===== src/rtl/tct_pkg.sv =====
// Shared constants and types for the triangle tile coverage block.
package tct_pkg;

   localparam int TILE_SIZE     = 8;
   localparam int FRACTION_BITS = 4;

   localparam int CW    = 16;                          // vertex coordinate width
   localparam int TW    = 9;                           // tile index width
   localparam int SCRW  = 13;                          // screen size register width
   localparam int XW    = TW + $clog2(TILE_SIZE);      // pixel coordinate width
   localparam int SXW   = XW + FRACTION_BITS;          // pixel scaled to fixed point
   localparam int DW    = ((SXW > CW) ? SXW : CW) + 1; // vertex difference width
   localparam int PW    = 2 * DW;                      // product width
   localparam int EW    = PW + 4;                      // edge function width
   localparam int RW    = CW + 1;                      // rounded bound width
   localparam int COVW  = 64;
   localparam int HALF  = (1 << FRACTION_BITS) >> 1;
   localparam int NST   = 8;                           // pipeline register stages

   localparam logic [SCRW-1:0] WIDTH_RESET  = SCRW'(640);
   localparam logic [SCRW-1:0] HEIGHT_RESET = SCRW'(480);

   typedef enum logic {
      CSR_SCREEN_WIDTH  = 1'b0,
      CSR_SCREEN_HEIGHT = 1'b1
   } csr_index_type;

   typedef logic [TILE_SIZE-1:0] lane_mask_type;

   typedef struct packed {
      logic signed [CW-1:0] ax;
      logic signed [CW-1:0] ay;
      logic signed [CW-1:0] bx;
      logic signed [CW-1:0] by_coord;
      logic signed [CW-1:0] cx;
      logic signed [CW-1:0] cy;
      logic signed [TW-1:0] tile_col;
      logic signed [TW-1:0] tile_row;
   } req_type;

   typedef struct packed {
      logic signed [PW-1:0] pda;
      logic signed [PW-1:0] pdb;
      logic signed [PW-1:0] psa;
      logic signed [PW-1:0] psb;
      logic signed [PW-1:0] pta;
      logic signed [PW-1:0] ptb;
      logic signed [DW-1:0] ux;
      logic signed [DW-1:0] uy;
      logic signed [DW-1:0] vx;
      logic signed [DW-1:0] vy;
      lane_mask_type        colmask;
      lane_mask_type        rowmask;
   } prod_type;

   // edge functions: 0 = s, 1 = t, 2 = 1 - s - t (all scaled by |D|)
   typedef struct packed {
      logic [2:0][EW-1:0] base;
      logic [2:0][EW-1:0] colstep;
      logic [2:0][EW-1:0] rowstep;
      lane_mask_type      colmask;
      lane_mask_type      rowmask;
      logic               degen;
   } edge_type;

   typedef struct packed {
      logic [COVW-1:0] cov;
      logic            degen;
   } cov_type;

endpackage


===== src/rtl/tct_edge.sv =====
// Edge stages: determinant, origin edge values, sign fold, per-step increments.
module tct_edge (
   input  logic                clock,
   input  logic [2:0]          en,
   input  tct_pkg::prod_type   prod,
   output tct_pkg::edge_type   edge_out
);

   typedef struct packed {
      logic signed [tct_pkg::EW-1:0] det;
      logic signed [tct_pkg::EW-1:0] es;
      logic signed [tct_pkg::EW-1:0] et;
      logic signed [tct_pkg::DW-1:0] ux;
      logic signed [tct_pkg::DW-1:0] uy;
      logic signed [tct_pkg::DW-1:0] vx;
      logic signed [tct_pkg::DW-1:0] vy;
      tct_pkg::lane_mask_type        colmask;
      tct_pkg::lane_mask_type        rowmask;
   } raw_type;

   typedef struct packed {
      logic signed [tct_pkg::EW-1:0] absdet;
      logic signed [tct_pkg::EW-1:0] es;
      logic signed [tct_pkg::EW-1:0] et;
      logic signed [tct_pkg::EW-1:0] csx;
      logic signed [tct_pkg::EW-1:0] csy;
      logic signed [tct_pkg::EW-1:0] ctx;
      logic signed [tct_pkg::EW-1:0] cty;
      tct_pkg::lane_mask_type        colmask;
      tct_pkg::lane_mask_type        rowmask;
      logic                          degen;
   } fold_type;

   raw_type            s3_in, s3_ff;
   fold_type           s4_in, s4_ff;
   tct_pkg::edge_type  s5_in, s5_ff;

   always_comb begin
      s3_in.det     = tct_pkg::EW'(prod.pda) - tct_pkg::EW'(prod.pdb);
      s3_in.es      = tct_pkg::EW'(prod.psa) - tct_pkg::EW'(prod.psb);
      s3_in.et      = tct_pkg::EW'(prod.pta) - tct_pkg::EW'(prod.ptb);
      s3_in.ux      = prod.ux;
      s3_in.uy      = prod.uy;
      s3_in.vx      = prod.vx;
      s3_in.vy      = prod.vy;
      s3_in.colmask = prod.colmask;
      s3_in.rowmask = prod.rowmask;
   end

   always_ff @(posedge clock) begin
      if (en[0]) begin
         s3_ff <= s3_in;
      end
   end

   // one pixel step moves w by 2^F; multiply everything by sign(D)
   always_comb begin
      logic                          neg;
      logic signed [tct_pkg::EW-1:0] sx, sy, tx, ty;
      neg = s3_ff.det[tct_pkg::EW-1];
      sx  =   tct_pkg::EW'(s3_ff.vy) <<< tct_pkg::FRACTION_BITS;
      sy  = -(tct_pkg::EW'(s3_ff.vx) <<< tct_pkg::FRACTION_BITS);
      tx  = -(tct_pkg::EW'(s3_ff.uy) <<< tct_pkg::FRACTION_BITS);
      ty  =   tct_pkg::EW'(s3_ff.ux) <<< tct_pkg::FRACTION_BITS;
      s4_in.absdet  = neg ? -s3_ff.det : s3_ff.det;
      s4_in.es      = neg ? -s3_ff.es  : s3_ff.es;
      s4_in.et      = neg ? -s3_ff.et  : s3_ff.et;
      s4_in.csx     = neg ? -sx : sx;
      s4_in.csy     = neg ? -sy : sy;
      s4_in.ctx     = neg ? -tx : tx;
      s4_in.cty     = neg ? -ty : ty;
      s4_in.degen   = (s3_ff.det == '0);
      s4_in.colmask = s3_ff.colmask;
      s4_in.rowmask = s3_ff.rowmask;
   end

   always_ff @(posedge clock) begin
      if (en[1]) begin
         s4_ff <= s4_in;
      end
   end

   always_comb begin
      s5_in.base[0]    = s4_ff.es;
      s5_in.base[1]    = s4_ff.et;
      s5_in.base[2]    = s4_ff.absdet - s4_ff.es - s4_ff.et;
      s5_in.colstep[0] = s4_ff.csx;
      s5_in.colstep[1] = s4_ff.ctx;
      s5_in.colstep[2] = -(s4_ff.csx + s4_ff.ctx);
      s5_in.rowstep[0] = s4_ff.csy;
      s5_in.rowstep[1] = s4_ff.cty;
      s5_in.rowstep[2] = -(s4_ff.csy + s4_ff.cty);
      s5_in.colmask    = s4_ff.colmask;
      s5_in.rowmask    = s4_ff.rowmask;
      s5_in.degen      = s4_ff.degen;
   end

   always_ff @(posedge clock) begin
      if (en[2]) begin
         s5_ff <= s5_in;
      end
   end

   assign edge_out = s5_ff;

endmodule


===== config.mk =====
export PLATFORM = sky130hd
export DESIGN_NAME = tct_edge
export DESIGN_NICKNAME = d
export VERILOG_FILES = /design/src/rtl/tct_pkg.sv /design/src/rtl/tct_edge.sv
export SDC_FILE = /design/constraint.sdc
export NUM_CORES = 1
export LEC_CHECK = 0
export BUFFER_PORTS_ARGS = -buffer_cell sky130_fd_sc_hd__buf_2
export CAP_MARGIN = 20
export CORE_MARGIN = 2
export CORE_UTILIZATION = 40
export CTS_CLUSTER_SIZE = 10
export DETAILED_ROUTE_END_ITERATION = 7
export PLACE_DENSITY = 0.66
export SLEW_MARGIN = 10
export SYNTH_ARGS = -nofsm -noshare
export SYNTH_HDL_FRONTEND = slang
export SYNTH_SLANG_ARGS = --single-unit

===== constraint.sdc =====
create_clock -name clock -period 4.03 [get_ports clock]
set_clock_uncertainty 0.05 [all_clocks]
set_input_delay 0.806 -clock clock [delete_from_list [all_inputs] [get_ports clock]]
set_output_delay 0.806 -clock clock [all_outputs]
set_load 0.01 [all_outputs]

# After elaboration in Yosys (flattened, before gate mapping)
# Index checks and enable logic that the tools add are counted.
# Widths: inputs -> output; s select.
# word_totals
register_bits	840
inputBits	292
out_inout_bits	359
word_cells	60
# op_classes
addsub	18
muxes	7
n_reduce_logical	1
# ops
op	count
$neg 38->38	7
$mux 38	6
$neg 21->38	4
$sub 34x34->35	3
$add 38x38->38	2
$sub 38x38->38	2
$logic_not 38->1	1
$mux 37	1

# Logic depth before layout (Yosys ltp)
# Gate-level depths: netlist of the first run.
# logic_depth
depth_word	3
ltp_mapped	15
ltp_nobuf	15

# Worst setup path after synthesis of the first run
# No wires, ideal clock.
# synth_timing
kind	register to register
startpoint	register s4_ff[169] (netlist bit)
endpoint	register s5_ff (netlist bit edge_out[357]) (data pin)
setup_time_ns	0.265
arrival_ns	3.224
setup_slack_ns	0.491
stages_incl_launch_ff	16
n_path_buf	0
cell_sequence	edfxtp_1 > inv_1 > fa_1 > inv_1 > ha_1 > nor2_1 > fa_1 > nor2b_1 > o31a_1 > o31a_1 > a41o_1 > o221ai_1 > o211ai_1 > o21ai_0 > o21ai_0 > xor2_1
# synth_lines
element	line_no	text
start, declared	tct_edge.sv:35	fold_type s4_in, s4_ff;
start signal, assigned	tct_edge.sv:79	s4_ff <= s4_in;
end signal, assigned	tct_edge.sv:100	s5_ff <= s5_in;
end, declared	tct_edge.sv:36	tct_pkg::edge_type s5_in, s5_ff;

==> results of run 1 <==
==> path summary, 6_finish.rpt <==
kind,to,depth (start not counted)
max reg2reg,edge_out[357]$_DFFE_PP_,16
min,s3_ff[68]$_DFFE_PP_,1
min reg2reg,s4_ff[6]$_DFFE_PP_,0
max,edge_out[357]$_DFFE_PP_,16
==> metal layers <==
layer | global-route usage (%) | part of all wire [%]
met1 | 24.3 | 40
met2 | 35.3 | 50
met3 | 5.39 | 7.3
met4 | 6.48 | 2.6
met5 | 0 | 0.16
==> through the flow <==
step | hold slack (ns) | cell area, um^2
detailed placement | 0.355 | 47000
global placement | 0.350 | 47000
CTS | 0.211 | 49500
global route | 0.227 | 49600
finish | 0.262 | 49600
floorplan | 0.350 | 41900
==> power groups by stage <==
stage	registers, mW	clock network [mW]	logic, mW
after CTS	11.8	7.68	7.88
final	11.8	7.49	7.85
after global placement	12.0	0	7.74
after floorplan	12.0	0	4.81
after detailed placement	12.0	0	7.84
after global routing	11.9	7.96	8.74
==> cell families (layout without fill, tap and decap cells) <==
logic type / Yosys count / in the layout / share of synthesized area (%)
DFF: 791 / 791 / 56.8
AOI/OAI and AO/OA: 730 / 730 / 11.2
and+or+nand+nor: 697 / 697 / 8.38
buffers and inverters: 502 / 1225 / 4.73
xor gates and xnor gates: 373 / 373 / 7.82
adders and majority gates: 323 / 323 / 10.4
muxes: 27 / 27 / 0.653
other: 1 / 30 / 0.00897
==> final cells by class <==
cell class | count | area share [%]
sequential | 791 | 47.9
multi-input combinational | 2177 | 32.7
timing repair buffer | 695 | 7.62
clock buffer | 109 | 4.86
tap | 1380 | 3.48
inverter | 405 | 3.07
clock inverter | 16 | 0.361
antenna | 3 | 0.0151
==> flip-flops by register name (all words and copies together), names as in the netlist <==
name	cells
s3_ff	189
s4_ff	267
edge_out	335
==> synthesized netlist by cell type (24+ instances only) <==
master and n:
o31ai_1 49, a21o_1 72, inv_1 405, nand4_1 25, a21oi_1 171, or4_1 26
o21a_1 31, mux2i_1 25, nand2b_1 29, xor2_1 82, nor3_1 65, nor2b_1 36
buf_4 24, and3_1 24, fa_1 40, o21ai_0 207, nor2_1 144, nand2_1 200
a31oi_1 31, xnor2_1 291, or3_1 25, ha_1 283, edfxtp_1 791, nand3_1 47
clkbuf_1 59
==> what timing repair did <==
item | CTS | global route
hold buffers | 0 | 0
setup endpoints to repair | 0 | 8
resized for setup | 0 | 7
==> impl_metrics.csv, run 1 <==
group,metric,value,unit
run_status,status,"complete, no violations",
power_and_ir_drop,power_density,548,nW/um^2
grt,grt-ovfl-total,0,
cells_and_area,nFillCells,9357,
clocking,h-tree-depth,3,
critical_path,worstPathCellList,"inv_1 > fa_1 > inv_1 > ha_1 > nor2_2 > fa_2 > nor2b_1 > o31a_1 > o31a_1 > a41o_1 > o221ai_2 > o211ai_1 > o21ai_1 > buf_4 > o21ai_0 > xor2_1",
timing,fin_crit_sh,93.0,%
cells_and_area,mostFrequentLayoutCells,"791 x edfxtp_1, 623 x buf_2, 405 x inv_1, 291 x xnor2_1, 283 x ha_1",
placed_design,post-place-ws,0.0608,ns
die,fp-row-count,118,
power_and_ir_drop,p_sw,8.52,mW
min_path,worstHoldStart,"prod[68]",
synth,ys_ff_latch,791,
timing,period_minus_slack,3.75,ns
cells_and_area,final_util,47.8,%
synth,ys_types,87,
cells_and_area,layout_commonest_cell,"edfxtp_1",
job,max-cap-violations,0,
cells_and_area,final_nets,4778,
power_and_ir_drop,leakage,20.7,nW
die,ios,651,
critical_path,cp_slowest_cell,"fa_1",
power_and_ir_drop,intPower,18.6,mW
critical_path,crit_start,"s4_ff[169]$_DFFE_PP_",
critical_path,crit_path_max_fanout,4,
power_and_ir_drop,p_clk_share,27.6,%
grt,grt_max_degree,88,
detailed_routing,first_pass_iters,5,
critical_path,crit_required,4.37,ns
clocking,cts_buffers,93,
clocking,clkLatencyLatePin,0.67,ns
critical_path,r2r_start,"s4_ff[169]$_DFFE_PP_",
cells_and_area,final_cells,5576,
synth,synth-main-ff-cell,"edfxtp_1",
cells_and_area,drive_gt1_share,20.2,%
detailed_routing,routed_via_density,5.11,
critical_path,path_buf_inv,3,
clocking,cts.sinks,791,
synth,netlist.area_leader.share,56.8,%
placed_design,gp_congestion,0.908,
critical_path,cpLargestDelayFamily,"compound AO/OA/AOI/OAI gates",
die,initial_utilization,40.3,%
detailed_routing,routed_wirelength,111,mm
clocking,root_buffer,"clkbuf_16",
detailed_routing,drt-initial-drc-count,1612,
detailed_routing,drc,0,
die,core_region_area,104000,um^2
critical_path,arrival,4.09,ns
detailed_routing,wl_per_cell,19.9,um
detailed_routing,postRouteAntennaNets,0,
timing,worst_slack,0.284,ns
detailed_routing,vias,28500,
synth,syn-instance-count,3444,
critical_path,r2r_setup_slack,0.28,ns
cells_and_area,layout.area.seq,23800,um^2
min_path,hp-class,"in2reg",
clocking,cts_setup_buffers,0,
grt,track_usage,20.2,%
synth,synth_edf_count,791,
timing,report.final.slew_viol_count,0,
die,die_y,327,um
timing,fmax,267,MHz
placed_design,dp_hpwl,88.0,mm
timing,final-hold-violation-count,0,
synth,syn_avg_cell_area,12.1,um^2
placed_design,placed_cells,5448,
grt,antenna_found_initial,19,
critical_path,cp-end-kind,"flip-flop",
power_and_ir_drop,p_sw_share,31.4,%
clocking,cts_tree,"done",
timing,fin_setup_tns,0,ns
critical_path,worst-setup-path-type,"reg2reg",
timing,slew-limit-headroom,32.9,%
timing,setup_viol,0,
die,die_w,327,um
die,die-area,107000,um^2
synth,yosysSeqAreaShare,56.8,%
timing,rsz0062_at_grt,"false",
timing,worst_pin_slew,0.999,ns
grt,grt_pass1_vias,28000,
synth,synthesis.area,41800,um^2
clocking,clock_path_buffers,3,
power_and_ir_drop,peakVddDrop,321,uV
power_and_ir_drop,combPwrFrac,28.9,%
synth,yosysWarnings,0,
synth,async_flop_share,0,%
synth,synth_top_area_cell,"edfxtp_1",
synth,yosys-top-cells-area,"edfxtp_1 57%, ha_1 8.5%, xnor2_1 6.1%",
placed_design,io_buffers,626,
cells_and_area,multi_input_area,16200,um^2
grt,grt_pass1_wl,164,mm
clocking,path_clk_slew,0.05,ns
cells_and_area,area_delta_synth_final,18.6,%
critical_path,worstSetupStartpointType,"flip-flop",
power_and_ir_drop,power,27.2,mW
critical_path,slowest_delay,0.55,ns
power_and_ir_drop,power_frac_seq,43.5,%
No activity file was read; power rests on OpenSTA's default activity.
==> run 2, diff against run 1 <==
--- a/config.mk
+++ b/config.mk
@@ -12,6 +12,7 @@
 export CTS_CLUSTER_SIZE = 10
 export DETAILED_ROUTE_END_ITERATION = 7
 export PLACE_DENSITY = 0.66
+export RECOVER_POWER = 100
 export SLEW_MARGIN = 10
 export SYNTH_ARGS = -nofsm -noshare
 export SYNTH_HDL_FRONTEND = slang
==> run 2 against run 1 <==
Net effect: the run now ends with capacitance limit, slew limit left; clock-buffer cell count unchanged; die area unchanged; cell count is essentially flat; critical path type unchanged; critical endpoint unchanged; worst hold slack got worse by 0.0051 ns; flip-flop and latch count stayed put; setup slack worse by 0.0018 ns; total power is 0.67% lower; highest routed layer unchanged.
==> impl_metrics.csv, run 2 (synthesis gave the netlist of run 1 again) <==
group,metric,value,unit
run_status,violations,"capacitance limit, slew limit",
detailed_routing,first_pass_iters,7,
detailed_routing,postRouteAntennaNets,0,
detailed_routing,drc,0,
placed_design,io_buffers,626,
timing,fin_crit_sh,93.0,%
cells_and_area,layout_commonest_cell,"edfxtp_1",
critical_path,rr_worst_depth,16,
timing,report.final.slew_viol_count,293,
timing,setup_viol,0,
critical_path,crit_path_max_fanout,4,
cells_and_area,largest_register_ffs,335,
die,die-area,107000,um^2
timing,rsz0062_at_grt,"false",
cells_and_area,final_util,47.1,%
clocking,cts_tree,"done",
grt,track_usage,20.2,%
detailed_routing,routed_wirelength,111,mm
die,initial_utilization,40.3,%
clocking,clkLatencyLatePin,0.67,ns
die,die_w,327,um
critical_path,worstSetupStartpointType,"flip-flop",
timing,slew-limit-headroom,-62.1,%
clocking,cts_setup_buffers,0,
detailed_routing,drt-initial-drc-count,1565,
min_path,hp-class,"in2reg",
clocking,h-tree-depth,3,
grt,grt_pass1_vias,28000,
timing,fin_setup_tns,0,ns
clocking,clock_path_buffers,3,
grt,antenna_found_initial,17,
timing,final-hold-violation-count,0,
critical_path,cp-end-kind,"flip-flop",
cells_and_area,area_delta_synth_final,16.7,%
critical_path,crit_required,4.37,ns
placed_design,dp_hpwl,88.0,mm
timing,worst_slack,0.282,ns
detailed_routing,vias,28500,
die,fp-row-count,118,
min_path,min_to,"s3_ff[68]$_DFFE_PP_",
job,max-cap-violations,5,
timing,worst_pin_slew,2.43,ns
power_and_ir_drop,power_density,553,nW/um^2
critical_path,arrival,4.09,ns
min_path,worstHoldStart,"prod[68]",
cells_and_area,drive_gt1_share,10.6,%
clocking,root_buffer,"clkbuf_16",
min_path,hold_depth,1,
clocking,cts.sinks,791,
cells_and_area,mostFrequentLayoutCells,"791 x edfxtp_1, 405 x inv_1, 400 x clkbuf_1, 291 x xnor2_1, 283 x ha_1",
cells_and_area,final_nets,4778,
power_and_ir_drop,leakage,19.5,nW
grt,grt_pass1_wl,164,mm
clocking,cts_buffers,93,
power_and_ir_drop,peakVddDrop,320,uV
die,die_y,327,um
detailed_routing,routed_via_density,5.12,
grt,grt_max_degree,88,
detailed_routing,wl_per_cell,19.9,um
critical_path,r2r_setup_slack,0.28,ns
critical_path,worst-setup-path-type,"reg2reg",
timing,period_minus_slack,3.75,ns
cells_and_area,nFillCells,9594,
run_status,status,"finished with violations",
placed_design,post-place-ws,0.0608,ns
clocking,path_clk_slew,0.05,ns
die,ios,651,
critical_path,r2r_start,"s4_ff[169]$_DFFE_PP_",
critical_path,r2r_end,"edge_out[357]$_DFFE_PP_",
die,core_region_area,104000,um^2
timing,fmax,267,MHz
placed_design,gp_congestion,0.908,
grt,grt-ovfl-total,0,
run 2: worst max path at each step:
stage                                    start                       to  slack [ns]  cells past startpoint
after floorplan           s4_ff[169]$_DFFE_PP_  edge_out[357]$_DFFE_PP_        0.49                     15
after global placement    s4_ff[169]$_DFFE_PP_  edge_out[357]$_DFFE_PP_        0.06                     16
after detailed placement  s4_ff[169]$_DFFE_PP_  edge_out[357]$_DFFE_PP_        0.06                     16
after CTS                 s4_ff[169]$_DFFE_PP_  edge_out[357]$_DFFE_PP_        0.04                     16
after global routing       s4_ff[25]$_DFFE_PP_  edge_out[118]$_DFFE_PP_       0.007                     13
final                     s4_ff[169]$_DFFE_PP_  edge_out[357]$_DFFE_PP_        0.28                     16
run 2: stage by stage:
stage | hold slack (ns) | std cells | power (mW) | instance area [um^2]
global route | 0.227 | 5574 | 28.4 | 48800
floorplan | 0.350 | 3470 | 16.8 | 41900
finish | 0.257 | 5577 | 27.0 | 48800
detailed placement | 0.355 | 5448 | 19.8 | 47000
global placement | 0.350 | 5448 | 19.7 | 47000
CTS | 0.211 | 5573 | 27.4 | 49500
run 2: layout make-up:
cell class              count  area [um^2]  area share (%)
clock inverters            16          179           0.367
well taps                1380         1730            3.54
flip-flops and latches    791        23800            48.7
clock buffers             109         2410            4.94
repair buffers            695         3060            6.26
multi-input cells        2177        16100            33.1
inverters                 405         1520            3.12
diodes                      4         10.0          0.0205
run 2: worst max-delay path, stage by stage, from the launching register on:
cell and delay [ns]:
edfxtp_1 0.33, inv_1 0.06, fa_1 0.55, inv_1 0.05, ha_1 0.18, nor2_2 0.15, fa_1 0.23, nor2b_1 0.07
o31a_1 0.26, o31a_1 0.28, a41o_1 0.30, o221ai_2 0.21, o211ai_1 0.18, o21ai_1 0.17, buf_4 0.15, o21ai_0 0.09
xor2_1 0.15
run 2: metal layers:
metal / vias up / routed length (um) / GRT usage, %
met5: - / 124 / 0
met4: 20 / 3240 / 6.48
met3: 175 / 8170 / 5.39
met2: 830 / 54700 / 35.3
met1: 13700 / 45000 / 24.3
li1: 13900 / - / -
run 2: power by group:
group / leakage (nW) / switching, mW / internal [mW] / total [mW]
sequential: 7.75 / 0.838 / 11.0 / 11.9
clock: 1.26 / 3.14 / 4.35 / 7.49
combinational: 10.5 / 4.58 / 3.05 / 7.63
run 2: repair_timing:
action | 4_1_cts | 5_1_grt
hold buffers | 0 | 0
resized for setup | 0 | 7
setup endpoints to repair | 0 | 8
==> run 3, diff against run 2 <==
--- a/config.mk
+++ b/config.mk
@@ -13,6 +13,7 @@
 export DETAILED_ROUTE_END_ITERATION = 7
 export PLACE_DENSITY = 0.66
 export RECOVER_POWER = 100
+export REMOVE_ABC_BUFFERS = 1
 export SLEW_MARGIN = 10
 export SYNTH_ARGS = -nofsm -noshare
 export SYNTH_HDL_FRONTEND = slang
==> run 3 against run 2 <==
Net effect: the flow still finishes with violations (capacitance limit, slew limit); setup slack got worse by 0.16 ns; register-to-register slack got worse by 0.16 ns; routed wire length decreased by 0.83%; critical path depth decreased by 3; non-clock buffer count decreased by 5; global-route usage decreased by 0.15 points; largest cell class unchanged.
==> impl_metrics.csv, run 3 (synthesis gave the netlist of run 1 again) <==
group,metric,value,unit
cells_and_area,layout.area.seq,23800,um^2
grt,grt_pass1_vias,28300,
run_status,violations,"capacitance limit, slew limit",
die,initial_utilization,40.3,%
die,fp-row-count,118,
power_and_ir_drop,peakVddDrop,365,uV
die,die_w,327,um
placed_design,dp_hpwl,86.5,mm
die,die_y,327,um
cells_and_area,drive_gt1_share,13.3,%
clocking,path_clk_slew,0.05,ns
detailed_routing,routed_via_density,5.15,
min_path,worstHoldStart,"prod[11]",
power_and_ir_drop,leakage,19.8,nW
cells_and_area,mostFrequentLayoutCells,"791 x edfxtp_1, 404 x inv_1, 363 x buf_2, 295 x clkbuf_1, 291 x xnor2_1",
clocking,clock_path_buffers,3,
detailed_routing,routed_wirelength,110,mm
die,core_region_area,104000,um^2
critical_path,cp-end-kind,"flip-flop",
grt,track_usage,20.1,%
detailed_routing,drc,0,
detailed_routing,wl_per_cell,19.8,um
timing,final-hold-violation-count,0,
timing,setup_viol,0,
die,ios,651,
detailed_routing,postRouteAntennaNets,0,
timing,slew-limit-headroom,-75.7,%
cells_and_area,final_nets,4773,
detailed_routing,first_pass_iters,8,
min_path,hp-class,"in2reg",
clocking,cts_tree,"done",
power_and_ir_drop,power_density,549,nW/um^2
timing,worst_pin_slew,2.64,ns
clocking,cts.sinks,791,
timing,period_minus_slack,3.91,ns
power_and_ir_drop,power,26.9,mW
critical_path,arrival,4.27,ns
timing,report.final.slew_viol_count,321,
grt,grt_pass1_wl,164,mm
die,die-area,107000,um^2
grt,grt_max_degree,117,
clocking,root_buffer,"clkbuf_16",
run_status,status,"finished with violations",
detailed_routing,drt-initial-drc-count,1676,
critical_path,crit_start,"s4_ff[75]$_DFFE_PP_",
critical_path,worst-setup-path-type,"reg2reg",
critical_path,crit_path_max_fanout,6,
clocking,h-tree-depth,3,
clocking,cts_buffers,93,
cells_and_area,layout_commonest_cell,"edfxtp_1",
timing,fin_crit_sh,97.1,%
detailed_routing,vias,28700,
cells_and_area,largest_register_ffs,335,
clocking,clkLatencyLatePin,0.68,ns
timing,fmax,256,MHz
cells_and_area,nFillCells,9584,
job,max-cap-violations,4,
critical_path,worstSetupStartpointType,"flip-flop",
timing,holdWs,0.251,ns
cells_and_area,area_delta_synth_final,17.3,%
grt,grt-ovfl-total,0,
grt,antenna_found_initial,27,
placed_design,gp_congestion,0.952,
critical_path,r2r_start,"s4_ff[75]$_DFFE_PP_",
cells_and_area,final_util,47.3,%
cells_and_area,multi_input_area,16200,um^2
placed_design,io_buffers,626,
critical_path,crit_required,4.39,ns
-- run 3: area by class of cell --
class                      count  share of cell area [%]
sequential                   791                    48.5
clock inverter                19                   0.419
timing repair buffer         690                    6.54
multi-input combinational   2177                    33.1
inverter                     405                    3.10
antenna                        8                  0.0408
tap                         1380                    3.52
clock buffer                 107                    4.86
-- run 3: stage by stage --
stage	setup WS, ns	setup TNS, ns	cells	area (um^2)
after floorplan	-1.21	-87.56	3373	41400
after global placement	0.0792	0	5443	46900
after detailed placement	0.0500	0	5443	46900
after CTS	0.0197	0	5569	49500
after global routing	-0.00149	-0.00149	5573	49000
final	0.118	0	5577	49000
-- run 3: path summary, 6_finish.rpt --
check	depth (start not counted)	to	slack [ns]
setup / recovery	13	edge_out[243]$_DFFE_PP_	0.12
hold / removal	1	s3_ff[11]$_DFFE_PP_	0.25
setup reg to reg	13	edge_out[243]$_DFFE_PP_	0.12
hold reg to reg	0	s4_ff[7]$_DFFE_PP_	0.36
-- run 3: where the power goes --
part	leakage [nW]	internal (mW)	switching [mW]
sequential	7.75	11.0	0.790
clock	1.25	4.17	3.24
combinational	10.8	3.13	4.55
total	19.8	18.3	8.58
-- run 3: what timing repair did --
action | 4_1_cts | 5_1_grt
endpoints found under the setup margin | 0 | 28
hold endpoints to repair | 0 | 0
hold buffers | 0 | 0
setup buffers | 0 | 0
gates resized for setup | 0 | 10
-- run 3: worst max-delay path, cell delays in order, from the launching register on --
cell and delay, ns:
edfxtp_1 0.45, inv_1 0.07, ha_1 0.30, ha_1 0.40, nand3_1 0.17, nor4_1 0.48, o2111ai_1 0.29, nand3_1 0.22
a31oi_1 0.20, a2111oi_0 0.52, buf_4 0.21, o21a_1 0.12, nor2_1 0.05, xnor2_1 0.12
-- run 3: routing by layer --
metal	vias up	track usage [%]	routed length [um]	share of wire (%)
li1	13900	-	-	-
met1	13700	24.6	45100	41
met2	908	35.0	54100	49
met3	184	4.89	8260	7.5
met4	20	6.01	2710	2.5
met5	-	0	139	0.13
